## src/rtl/core/qc_i2p_pkg.sv

```systemverilog
// shared constants, codes and controller/datapath interface types for the infix-to-postfix unit
package qc_i2p_pkg;

	localparam int STACK_DEPTH = 16;
	localparam int TAG_BITS    = 8;

	localparam int IDX_W    = (STACK_DEPTH > 1) ? $clog2(STACK_DEPTH) : 1;
	localparam int CNT_W    = $clog2(STACK_DEPTH + 1);
	localparam int TDATA_W  = ((TAG_BITS + 7) / 8) * 8;
	localparam int KIND_W   = 3;
	localparam int CLS_W    = 2;
	localparam int ERR_W    = 2;
	localparam int ENTRY_W  = CLS_W + TAG_BITS;
	localparam int S_USER_W = KIND_W;
	localparam int M_USER_W = KIND_W + 1 + ERR_W;

	typedef logic [KIND_W-1:0]   kind_t;
	typedef logic [CLS_W-1:0]    cls_t;
	typedef logic [ERR_W-1:0]    err_t;
	typedef logic [TAG_BITS-1:0] tag_t;
	typedef logic [CNT_W-1:0]    cnt_t;
	typedef logic [IDX_W-1:0]    idx_t;

	// input token kinds
	localparam kind_t K_OPERAND = 3'd0;
	localparam kind_t K_REL     = 3'd1;
	localparam kind_t K_AND     = 3'd2;
	localparam kind_t K_OR      = 3'd3;
	localparam kind_t K_LPAREN  = 3'd4;
	localparam kind_t K_RPAREN  = 3'd5;

	// output kind for a result that carries only status
	localparam kind_t K_STATUS  = 3'd4;

	// stack entry classes
	localparam cls_t CL_LPAREN = 2'd0;
	localparam cls_t CL_REL    = 2'd1;
	localparam cls_t CL_AND    = 2'd2;
	localparam cls_t CL_OR     = 2'd3;

	// error codes
	localparam err_t ERR_NONE   = 2'd0;
	localparam err_t ERR_RPAREN = 2'd1;
	localparam err_t ERR_FULL   = 2'd2;
	localparam err_t ERR_LPAREN = 2'd3;

	// commands from controller to datapath
	typedef struct packed {
		logic load;      // capture accepted token
		logic pop_emit;  // pop top entry and emit it
		logic pop_drop;  // pop top entry without emitting
		logic push;      // push current token as operator
		logic emit_op;   // emit current token as operand
		logic emit_err;  // emit status result with latched error
		logic err_set;   // record error if none yet
		err_t err_val;
		logic finish;    // close the run of results for this token
	} qc_i2p_cmd_t;

	// status from datapath to controller
	typedef struct packed {
		kind_t kind;
		logic  fin;
		logic  empty;
		cls_t  top_cls;
		logic  err_nz;
		logic  out_free;
	} qc_i2p_stat_t;

endpackage

```

## src/rtl/core/query_condition_infix_to_postfix_unit.sv

```systemverilog
// top level of the condition infix-to-postfix converter (shunting yard over an operator stack)
//
//  channel  dir  tdata              tuser                               tlast
//  s_axis   in   token_tag          token_kind                          final_token
//  m_axis   out  out_tag            out_kind, expr_end, error_code      run_last
//
// each token passes the idle step that takes its transfer, then the work, flush and error
// steps and its close step; work repeats for each operator popped ahead of its push or by
// a right paren, and flush repeats for each entry removed by the final flush
// the stack is a memory with one write and one registered read of the current top;
// the pop loop runs one entry per cycle while results can move, which sets the rate
// results leave through one output register; a stalled m_axis holds the controller,
// and s_axis is ready only between tokens
// reset clears the stack count, the controller and the valid flags; stack entries are
// never used before they are written
module query_condition_infix_to_postfix_unit import qc_i2p_pkg::*; (
	input  logic                clk,
	input  logic                arst_n,
	input  logic                s_axis_tvalid,
	output logic                s_axis_tready,
	input  logic [TDATA_W-1:0]  s_axis_tdata,   // token_tag
	input  logic [S_USER_W-1:0] s_axis_tuser,   // token_kind
	input  logic                s_axis_tlast,   // final_token
	output logic                m_axis_tvalid,
	input  logic                m_axis_tready,
	output logic [TDATA_W-1:0]  m_axis_tdata,   // out_tag
	output logic [M_USER_W-1:0] m_axis_tuser,   // out_kind, expr_end, error_code
	output logic                m_axis_tlast    // run_last
);

	qc_i2p_cmd_t  cmd;
	qc_i2p_stat_t stat;
	kind_t        out_kind;
	tag_t         out_tag;
	logic         out_end;
	err_t         out_err;

	// sequencing of pops, pushes, flush and the close of each run
	qc_i2p_ctrl u_ctrl (
		.clk      (clk),
		.arst_n   (arst_n),
		.in_valid (s_axis_tvalid),
		.in_ready (s_axis_tready),
		.stat     (stat),
		.cmd      (cmd)
	);

	// operator stack, token latch and result registers
	qc_i2p_dp u_dp (
		.clk       (clk),
		.arst_n    (arst_n),
		.cmd       (cmd),
		.stat      (stat),
		.in_kind   (s_axis_tuser[KIND_W-1:0]),
		.in_tag    (s_axis_tdata[TAG_BITS-1:0]),
		.in_fin    (s_axis_tlast),
		.out_valid (m_axis_tvalid),
		.out_ready (m_axis_tready),
		.out_kind  (out_kind),
		.out_tag   (out_tag),
		.out_last  (m_axis_tlast),
		.out_end   (out_end),
		.out_err   (out_err)
	);

	// pad the tag up to whole bytes
	assign m_axis_tdata = TDATA_W'(out_tag);
	assign m_axis_tuser = {out_err, out_end, out_kind};

endmodule

```

## src/rtl/core/qc_i2p_dp.sv

```systemverilog
// datapath: token latch, operator stack memory, error latch, result hold and output registers
module qc_i2p_dp import qc_i2p_pkg::*; (
	input  logic         clk,
	input  logic         arst_n,
	input  qc_i2p_cmd_t  cmd,
	output qc_i2p_stat_t stat,
	input  kind_t        in_kind,
	input  tag_t         in_tag,
	input  logic         in_fin,
	output logic         out_valid,
	input  logic         out_ready,
	output kind_t        out_kind,
	output tag_t         out_tag,
	output logic         out_last,
	output logic         out_end,
	output err_t         out_err
);

	kind_t  kind_q;
	tag_t   tag_q;
	logic   fin_q;
	err_t   err_q;
	cnt_t   cnt_q;
	cnt_t   cnt_next;
	logic [ENTRY_W-1:0] mem [STACK_DEPTH];
	logic [ENTRY_W-1:0] top_q;
	logic [ENTRY_W-1:0] wdata;
	idx_t   waddr;
	idx_t   raddr;
	logic   full;
	logic   wr;
	cls_t   push_cls;

	logic   hold_valid_q;
	kind_t  hold_kind_q;
	tag_t   hold_tag_q;
	err_t   hold_err_q;

	logic   out_valid_q;
	kind_t  out_kind_q;
	tag_t   out_tag_q;
	err_t   out_err_q;
	logic   out_last_q;
	logic   out_end_q;

	logic   new_valid;
	kind_t  new_kind;
	tag_t   new_tag;
	err_t   new_err;
	logic   out_free;

	assign full     = (cnt_q == cnt_t'(STACK_DEPTH));
	assign wr       = cmd.push && !full;
	assign out_free = !out_valid_q || out_ready;

	always_comb begin
		case (kind_q)
			K_REL:   push_cls = CL_REL;
			K_AND:   push_cls = CL_AND;
			K_OR:    push_cls = CL_OR;
			default: push_cls = CL_LPAREN;
		endcase
	end

	assign wdata = {push_cls, tag_q};
	assign waddr = cnt_q[IDX_W-1:0];

	always_comb begin
		cnt_next = cnt_q;
		if (cmd.pop_emit || cmd.pop_drop)
			cnt_next = cnt_q - cnt_t'(1);
		else if (wr)
			cnt_next = cnt_q + cnt_t'(1);
	end

	// read address tracks the top of the stack as it will be after this cycle
	assign raddr = cnt_next[IDX_W-1:0] - idx_t'(1);

	always_ff @(posedge clk) begin
		if (wr)
			mem[waddr] <= wdata;
		top_q <= (wr && waddr == raddr) ? wdata : mem[raddr];
	end

	always_ff @(posedge clk or negedge arst_n) begin
		if (!arst_n) begin
			cnt_q <= '0;
		end else begin
			cnt_q <= cnt_next;
		end
	end

	always_ff @(posedge clk) begin
		if (cmd.load) begin
			kind_q <= in_kind;
			tag_q  <= in_tag;
			fin_q  <= in_fin;
		end
	end

	always_ff @(posedge clk or negedge arst_n) begin
		if (!arst_n) begin
			err_q <= ERR_NONE;
		end else if (cmd.load) begin
			err_q <= ERR_NONE;
		end else if (err_q == ERR_NONE) begin
			if (cmd.push && full)
				err_q <= ERR_FULL;
			else if (cmd.err_set)
				err_q <= cmd.err_val;
		end
	end

	// new result source
	always_comb begin
		new_valid = cmd.pop_emit || cmd.emit_op || cmd.emit_err;
		new_kind  = K_STATUS;
		new_tag   = '0;
		new_err   = ERR_NONE;
		if (cmd.pop_emit) begin
			new_kind = {1'b0, top_q[ENTRY_W-1 -: CLS_W]};
			new_tag  = top_q[TAG_BITS-1:0];
		end else if (cmd.emit_op) begin
			new_kind = K_OPERAND;
			new_tag  = tag_q;
		end else if (cmd.emit_err) begin
			new_err  = err_q;
		end
	end

	// one result waits in hold until the next one shows whether it was the last
	always_ff @(posedge clk or negedge arst_n) begin
		if (!arst_n) begin
			hold_valid_q <= 1'b0;
		end else if (new_valid) begin
			hold_valid_q <= 1'b1;
		end else if (cmd.finish) begin
			hold_valid_q <= 1'b0;
		end
	end

	always_ff @(posedge clk) begin
		if (new_valid) begin
			hold_kind_q <= new_kind;
			hold_tag_q  <= new_tag;
			hold_err_q  <= new_err;
		end
	end

	always_ff @(posedge clk or negedge arst_n) begin
		if (!arst_n) begin
			out_valid_q <= 1'b0;
		end else if ((new_valid && hold_valid_q) || (cmd.finish && (hold_valid_q || fin_q))) begin
			out_valid_q <= 1'b1;
		end else if (out_ready) begin
			out_valid_q <= 1'b0;
		end
	end

	always_ff @(posedge clk) begin
		if (new_valid && hold_valid_q) begin
			out_kind_q <= hold_kind_q;
			out_tag_q  <= hold_tag_q;
			out_err_q  <= hold_err_q;
			out_last_q <= 1'b0;
			out_end_q  <= 1'b0;
		end else if (cmd.finish && hold_valid_q) begin
			out_kind_q <= hold_kind_q;
			out_tag_q  <= hold_tag_q;
			out_err_q  <= hold_err_q;
			out_last_q <= 1'b1;
			out_end_q  <= fin_q;
		end else if (cmd.finish && fin_q) begin
			out_kind_q <= K_STATUS;
			out_tag_q  <= '0;
			out_err_q  <= ERR_NONE;
			out_last_q <= 1'b1;
			out_end_q  <= 1'b1;
		end
	end

	assign stat.kind     = kind_q;
	assign stat.fin      = fin_q;
	assign stat.empty    = (cnt_q == '0);
	assign stat.top_cls  = top_q[ENTRY_W-1 -: CLS_W];
	assign stat.err_nz   = (err_q != ERR_NONE);
	assign stat.out_free = out_free;

	assign out_valid = out_valid_q;
	assign out_kind  = out_kind_q;
	assign out_tag   = out_tag_q;
	assign out_last  = out_last_q;
	assign out_end   = out_end_q;
	assign out_err   = out_err_q;

endmodule

```

## src/rtl/core/qc_i2p_ctrl.sv

```systemverilog
// controller: sequences the pop, push, flush and close steps for each token
module qc_i2p_ctrl import qc_i2p_pkg::*; (
	input  logic         clk,
	input  logic         arst_n,
	input  logic         in_valid,
	output logic         in_ready,
	input  qc_i2p_stat_t stat,
	output qc_i2p_cmd_t  cmd
);

	typedef enum logic [2:0] {
		ST_IDLE,
		ST_WORK,
		ST_FLUSH,
		ST_ERR,
		ST_END
	} state_t;

	state_t state_q;
	state_t state_d;
	logic   ready_q;
	logic   go;

	// every busy step may move a result into the output register
	assign go       = stat.out_free;
	assign in_ready = ready_q;

	always_comb begin
		cmd     = '0;
		state_d = state_q;
		case (state_q)
			ST_IDLE: begin
				if (in_valid && ready_q) begin
					cmd.load = 1'b1;
					state_d  = ST_WORK;
				end
			end
			ST_WORK: begin
				if (go) begin
					case (stat.kind)
						K_OPERAND: begin
							cmd.emit_op = 1'b1;
							state_d     = ST_FLUSH;
						end
						K_REL: begin
							if (!stat.empty && stat.top_cls == CL_REL) begin
								cmd.pop_emit = 1'b1;
							end else begin
								cmd.push = 1'b1;
								state_d  = ST_FLUSH;
							end
						end
						K_AND: begin
							if (!stat.empty && (stat.top_cls inside {CL_REL, CL_AND})) begin
								cmd.pop_emit = 1'b1;
							end else begin
								cmd.push = 1'b1;
								state_d  = ST_FLUSH;
							end
						end
						K_OR: begin
							if (!stat.empty && stat.top_cls != CL_LPAREN) begin
								cmd.pop_emit = 1'b1;
							end else begin
								cmd.push = 1'b1;
								state_d  = ST_FLUSH;
							end
						end
						K_LPAREN: begin
							cmd.push = 1'b1;
							state_d  = ST_FLUSH;
						end
						K_RPAREN: begin
							if (!stat.empty && stat.top_cls != CL_LPAREN) begin
								cmd.pop_emit = 1'b1;
							end else if (!stat.empty) begin
								cmd.pop_drop = 1'b1;
								state_d      = ST_FLUSH;
							end else begin
								cmd.err_set = 1'b1;
								cmd.err_val = ERR_RPAREN;
								state_d     = ST_FLUSH;
							end
						end
						default: begin
							state_d = ST_FLUSH;
						end
					endcase
				end
			end
			ST_FLUSH: begin
				if (go) begin
					if (stat.fin && !stat.empty) begin
						if (stat.top_cls == CL_LPAREN) begin
							cmd.pop_drop = 1'b1;
							cmd.err_set  = 1'b1;
							cmd.err_val  = ERR_LPAREN;
						end else begin
							cmd.pop_emit = 1'b1;
						end
					end else begin
						state_d = ST_ERR;
					end
				end
			end
			ST_ERR: begin
				if (go) begin
					cmd.emit_err = stat.err_nz;
					state_d      = ST_END;
				end
			end
			ST_END: begin
				if (go) begin
					cmd.finish = 1'b1;
					state_d    = ST_IDLE;
				end
			end
			default: begin
				state_d = ST_IDLE;
			end
		endcase
	end

	always_ff @(posedge clk or negedge arst_n) begin
		if (!arst_n) begin
			state_q <= ST_IDLE;
			ready_q <= 1'b1;
		end else begin
			state_q <= state_d;
			ready_q <= (state_d == ST_IDLE);
		end
	end

endmodule

```

## config.mk

```make
export PLATFORM = sky130hd
export DESIGN_NAME = query_condition_infix_to_postfix_unit
export DESIGN_NICKNAME = d
export VERILOG_FILES = /design/src/rtl/core/qc_i2p_pkg.sv /design/src/rtl/core/query_condition_infix_to_postfix_unit.sv /design/src/rtl/core/qc_i2p_dp.sv /design/src/rtl/core/qc_i2p_ctrl.sv
export SDC_FILE = /design/constraint.sdc
export NUM_CORES = 1
export LEC_CHECK = 0
export BUFFER_PORTS_ARGS = -buffer_cell sky130_fd_sc_hd__buf_2
export CAP_MARGIN = 5
export CORE_MARGIN = 4
export CORE_UTILIZATION = 45
export CTS_BUF_LIST = sky130_fd_sc_hd__clkbuf_8
export CTS_CLUSTER_DIAMETER = 150
export DETAILED_ROUTE_END_ITERATION = 10
export GPL_TIMING_DRIVEN = 0
export PLACE_DENSITY_LB_ADDON = 0.3
export SETUP_SLACK_MARGIN = 0.3
export SLEW_MARGIN = 0
export SYNTH_ARGS = -nofsm -noshare
export SYNTH_HDL_FRONTEND = slang
export SYNTH_SLANG_ARGS = --single-unit
```

## constraint.sdc

```tcl
create_clock -name clk -period 4.7 [get_ports clk]
set_clock_uncertainty 0.05 [all_clocks]
set_input_delay 0.94 -clock clk [delete_from_list [all_inputs] [get_ports clk]]
set_output_delay 0.94 -clock clk [all_outputs]
set_load 0.05 [all_outputs]
```

Word-level counts from Yosys, hierarchy flattened

Memories as Yosys holds them, arrays and structs flattened. A register that Yosys moved wholly into a read port is not among the register bits.
Index checks and enable logic that the tools add are counted.

Reduce and logical (&&, ||, !) cells: 39
$add $sub $neg: 3
Bitwise logic cells: 1
Muxes and demuxes: 73
Equality and inequality tests: 12

Operators by type and width:

| operator                                          | number |
|---|---|
| two-way mux 3 bit                                 | 20 |
| two-way mux 8 bit                                 | 5 |
| two-way mux 1 bit                                 | 27 |
| two-way mux 2 bit                                 | 11 |
| nonzero test 2 bit                                | 8 |
| one-hot mux 3 bit (5 select lines)                | 1 |
| == test 3 x 2 -> 1 bit (second input constant)    | 4 |
| logical AND 1 bit                                 | 11 |
| two-way mux 5 bit                                 | 2 |
| == test 3 bit (second input constant)             | 3 |
| logical NOT 3 bit                                 | 3 |
| one-hot mux 3 bit (3 select lines)                | 1 |
| == test 3 x 1 -> 1 bit (second input constant)    | 2 |
| logical OR 1 bit                                  | 6 |
| one-hot mux 2 bit (3 select lines)                | 1 |
| one-hot mux 3 bit (2 select lines)                | 1 |
| nonzero test 3 bit                                | 2 |
| adder 5 x 1 -> 5 bit (second input constant)      | 1 |
| == test 5 bit (second input constant)             | 1 |
| logical NOT 5 bit                                 | 1 |
| subtractor 5 x 1 -> 5 bit (second input constant) | 1 |
| logical NOT 2 bit                                 | 2 |
| two-way mux 4 bit                                 | 1 |
| one-hot mux 1 bit (4 select lines)                | 1 |
| other kinds (10)                                  | 12 |

Memories kept: 1
Bits in registers: 53
Input bits: 16
Bits in writable memories: 160
Output and inout port bits: 17
Word-level logic and storage cells: 148

Memories:

| name     | words | bits a word | rd ports | clocked after memory_dff | wr ports | RTL line        | source |
|---|---|---|---|---|---|---|---|
| u_dp.mem | 16    | 10          | 1        | 1                        | 1        | qc_i2p_dp.sv:25 | `logic [ENTRY_W-1:0] mem [STACK_DEPTH];` |

Depth between registers and ports, before layout

Depth in word-level cells: 12
Depth in mapped cells: 15
Depth with buffers taken out: 13

Cells and area by module

A second synthesis with hierarchy kept.

Cells, all modules: 529
Area, all modules: 9,018.6 um2

Modules (own cells, without submodules):

| module                                | cells each | instances | area each (um2) |
|---|---|---|---|
| qc_i2p_dp                             | 470        | 1         | 8,523.2 |
| qc_i2p_ctrl                           | 58         | 1         | 488.0 |
| query_condition_infix_to_postfix_unit | 1          | 1         | 7.5 |

Worst setup path before layout

Ideal clock, no wire load.

Path kind: register to register
From: reg with a tool-made name
To: reg u_dp.out_err_q[0] (netlist: u_dp.out_err[0]), enable pin
Required time: 4.268 ns
Arrival: 3.525 ns
Path buffers: 2
Cell stages (with the launch flop): 14
Setup slack: 0.743 ns
Cell sequence: dfxtp_1 -> buf_6 -> buf_6 -> mux4_2 -> mux4_2 -> inv_1 -> ha_1 -> nand2_1 -> o32a_1 -> a21oi_1 -> o21ai_2 -> nand2_1 -> nor2_1 -> nor2_1

RTL lines:

| item                 | RTL line         | source |
|---|---|---|
| end signal, assigned | qc_i2p_dp.sv:164 | `out_err_q <= hold_err_q;` |
| end signal, assigned | qc_i2p_dp.sv:170 | `out_err_q <= hold_err_q;` |
| end, declared        | qc_i2p_dp.sv:42  | `err_t out_err_q;` |

==> results.yml <==
run_status:
  status: "finished, final reports clean"
final_layout:
  multiInputGateArea_um2: 2410
  area_growth_pct: 16.4
  layout.nets: 566
  antenna_cells: 0
  drive_gt1_share_pct: 34.3
  seq_area_um2: 6390
  design_area_um2: 10300
  final_cell_count_no_fill: 833
  fillerInstances: 1585
route:
  final_antenna_net_count: 0
  detail_route.first_pass.iterations: 5
  vias: 4503
  wl_per_cell_um: 20.1
  totalWireLength_um: 16700
  drt_iter0_markers: 317
  drt-vias-per-instance: 5.41
  drcViolationCount: 0
yosys:
  ys_warn_count: 0
  synth_seq_cells: 217
  synth-edff-count: 198
  synth_top_area_share_pct: 67.0
  syn_avg_cell_area_um2: 19.2
  synth_area_um2: 8870
  synth_nets: 486
  synth.most_common_cell: "edfxtp_1"
  ys_seq_area_share_pct: 72.0
  ys_types: 69
  synthTopCellsByArea: "edfxtp_1 67%, mux4_2 12%, dfrtp_1 3.4%, nor2_1 1.4%, dfxtp_1 1.4%"
  synth_flop_cell: "edfxtp_1"
  ys_async_sr_fraction_pct: 5.99
  synth_cells: 462
  netlist_top_cells_count: "198 x edfxtp_1, 49 x mux4_2, 33 x nor2_1"
  synth_top_area_cell: "edfxtp_1"
placed_design:
  dpl.hpwl_um: 11300
  routabilityCongestion: 0.779
  port_buffers: 32
  place_area_um2: 9400
  dp.cells: 761
clock_network:
  clkTransAtPathRegs_ns: 0.06
  cts_buffers: 35
  cts_max_path_buffers: 3
  htree_levels: 2
  clk_latency_ns: 0.52
  clockRootBuffer: "clkbuf_8"
  cts_sinks: 217
  cts_tree: "done"
sta:
  final-max-slew-violation-count: 0
  worst_pin_slew_ns: 1.17
  rsz0062_at_grt: "false"
  hold_viol: 0
  fmax_mhz: 242
  slew-limit-headroom_pct: 22.1
  min_period_ns: 4.13
  period_share_pct: 87.8
  setup_violations: 0
power:
  power_leakage_uw: 0.00352
  peakVddDrop_mv: 0.223
  p_per_area_nw_per_um2: 599
  power_uw: 6180
worst_hold_path:
  worst_hold_path_type: "in2async"
setup_path:
  crit_type: "reg2reg"
  cp.required_ns: 4.79
  crit_fanout: 10
  worstSetupEndpointType: "flip-flop"
  cp.arrival_ns: 4.21
  cp-start-kind: "flip-flop"
  reg2regPathDepth: 12
grt:
  grt_max_degree: 18
  gr-usage-met3_pct: 3.69
  grt_use_met2_pct: 25.5
  grt_pass1_vias: 4769
  grt.busiest_layer: "met2"
  track_usage_pct: 15.7
  antenna_found_initial: 0
  use_met1_pct: 21.3
  grt_first_pass_wirelength_um: 26600
  grt_overflow: 0
floorplanning:
  core-area_um2: 19400
  die_area_um2: 22000
  design.portCount: 33
  die_x_um: 148
  fp.dieH_um: 148
  row_count: 51
  initial_core_util_pct: 45.7
job:
  drv_cap: 0
state kept, by name, indices dropped and copies added, names as in the netlist, 2 cells and up, named ones only:
signal	cells
u_dp.kind_q	3
u_dp.hold_tag_q	8
u_ctrl.state_q	3
u_dp.err_q	2
u_dp.mem	160
u_dp.hold_err_q	2
u_dp.tag_q	8
u_dp.out_tag	8
u_dp.hold_kind_q	3
u_dp.cnt_q	5
u_dp.out_err	2
u_dp.out_kind	3
per-stage QoR:
step                util [%]  setup slack, ns  setup TNS, ns  hold WS [ns]
finish                  53.2            0.574              0         0.273
global route            53.2            0.323              0         0.273
floorplan                  -            0.743              0         0.416
CTS                     52.2            0.120              0         0.252
detailed placement      48.5           -0.152          -6.21         0.439
global placement        48.3           -0.376          -4.26         0.439
cell usage in the layout, fill, tap and decap left out, types with 2 or more instances in the layout:
master and count:
edfxtp_1 198, mux4_2 49, clkbuf_8 38, buf_2 34
nor2_1 19, inv_1 16, and3_1 14, nand2_1 13
nor2_4 13, dfrtp_1 12, a21oi_1 11, clkinv_1 11
buf_12 9, buf_6 8, a22o_1 8, ha_1 8
dfxtp_1 6, o21ai_0 5, o21ai_1 4, nand2b_1 4
or3_1 4, nor2_2 4, nor3_1 3, and2_1 3
nand3_1 3, a31oi_1 3, xor2_1 3, clkinv_2 3
clkbuf_2 2, clkbuf_1 2, nor2b_1 2, nand2b_2 2
and2b_1 2, buf_4 2, nand2_2 2, nand3b_1 2
buf_1 2, or2_2 2
critical path: stages, from the launching register on:
cell and delay [ns]:
dfxtp_1 0.33, buf_6 0.13, buf_6 0.20, mux4_2 0.56
mux4_2 0.51, inv_1 0.11, ha_1 0.27, and2b_1 0.22
o21ai_1 0.27, a21oi_4 0.13, nor2_4 0.19, nand2_1 0.21
nor2_2 0.58
layer usage:
metal / wire (um) / share of wire [%]
met3: 1010 / 6.0
met1: 7100 / 42
met5: 0 / 0
met2: 8260 / 49
met4: 361 / 2.2
kinds of logic after synthesis:
group / share of synthesized area (%)
flip-flops: 72.0
AND/OR/NAND/NOR: 7.22
multiplexers: 12.7
AO/OA/AOI/OAI: 4.57
buffers and inverters: 1.80
adder cells (fa/ha/maj): 1.13
XOR/XNOR: 0.578
worst paths after layout:
| check | from | endpoint | slack, ns |
|---|---|---|---|
| max | flip-flop | u_dp.mem[11][8] | 0.57 |
| min | arst_n | u_dp.cnt_q[1] | 0.27 |
| max reg2reg | flip-flop | u_dp.mem[11][8] | 0.57 |
| min reg2reg | u_dp.hold_kind_q[2] | u_dp.out_kind[2] | 0.46 |
| max in group asynchronous | arst_n | u_ctrl.in_ready | 4.03 |
| min in group clk | u_dp.hold_kind_q[2] | u_dp.out_kind[2] | 0.46 |
what timing repair did:
| item | CTS | global route |
|---|---|---|
| resized for setup | 21 | 10 |
| endpoints found under the setup margin | 133 | 142 |
| pin swaps | 0 | 8 |
| buffers inserted | 0 | 9 |
| hold buffers | 0 | 0 |
| gates cloned | 0 | 0 |
report_power, final:
group	total, uW	switching, uW	internal (uW)	leakage (uW)
sequential	2580	154	2430	0.00200
clock	1510	711	803	0.000367
combinational	2090	1210	878	0.00115
total	6180	2080	4110	0.00352
layout make-up:
type | count | share of cell area (%)
Tap cell | 265 | 3.21
Multi-Input combinational cell | 219 | 23.4
Buffer | 18 | 1.32
Clock buffer | 38 | 5.06
Clock inverter | 25 | 1.28
Sequential cell | 217 | 61.9
Timing Repair Buffer | 43 | 3.55
Inverter | 8 | 0.291
Power figures use the tool's default switching activity.
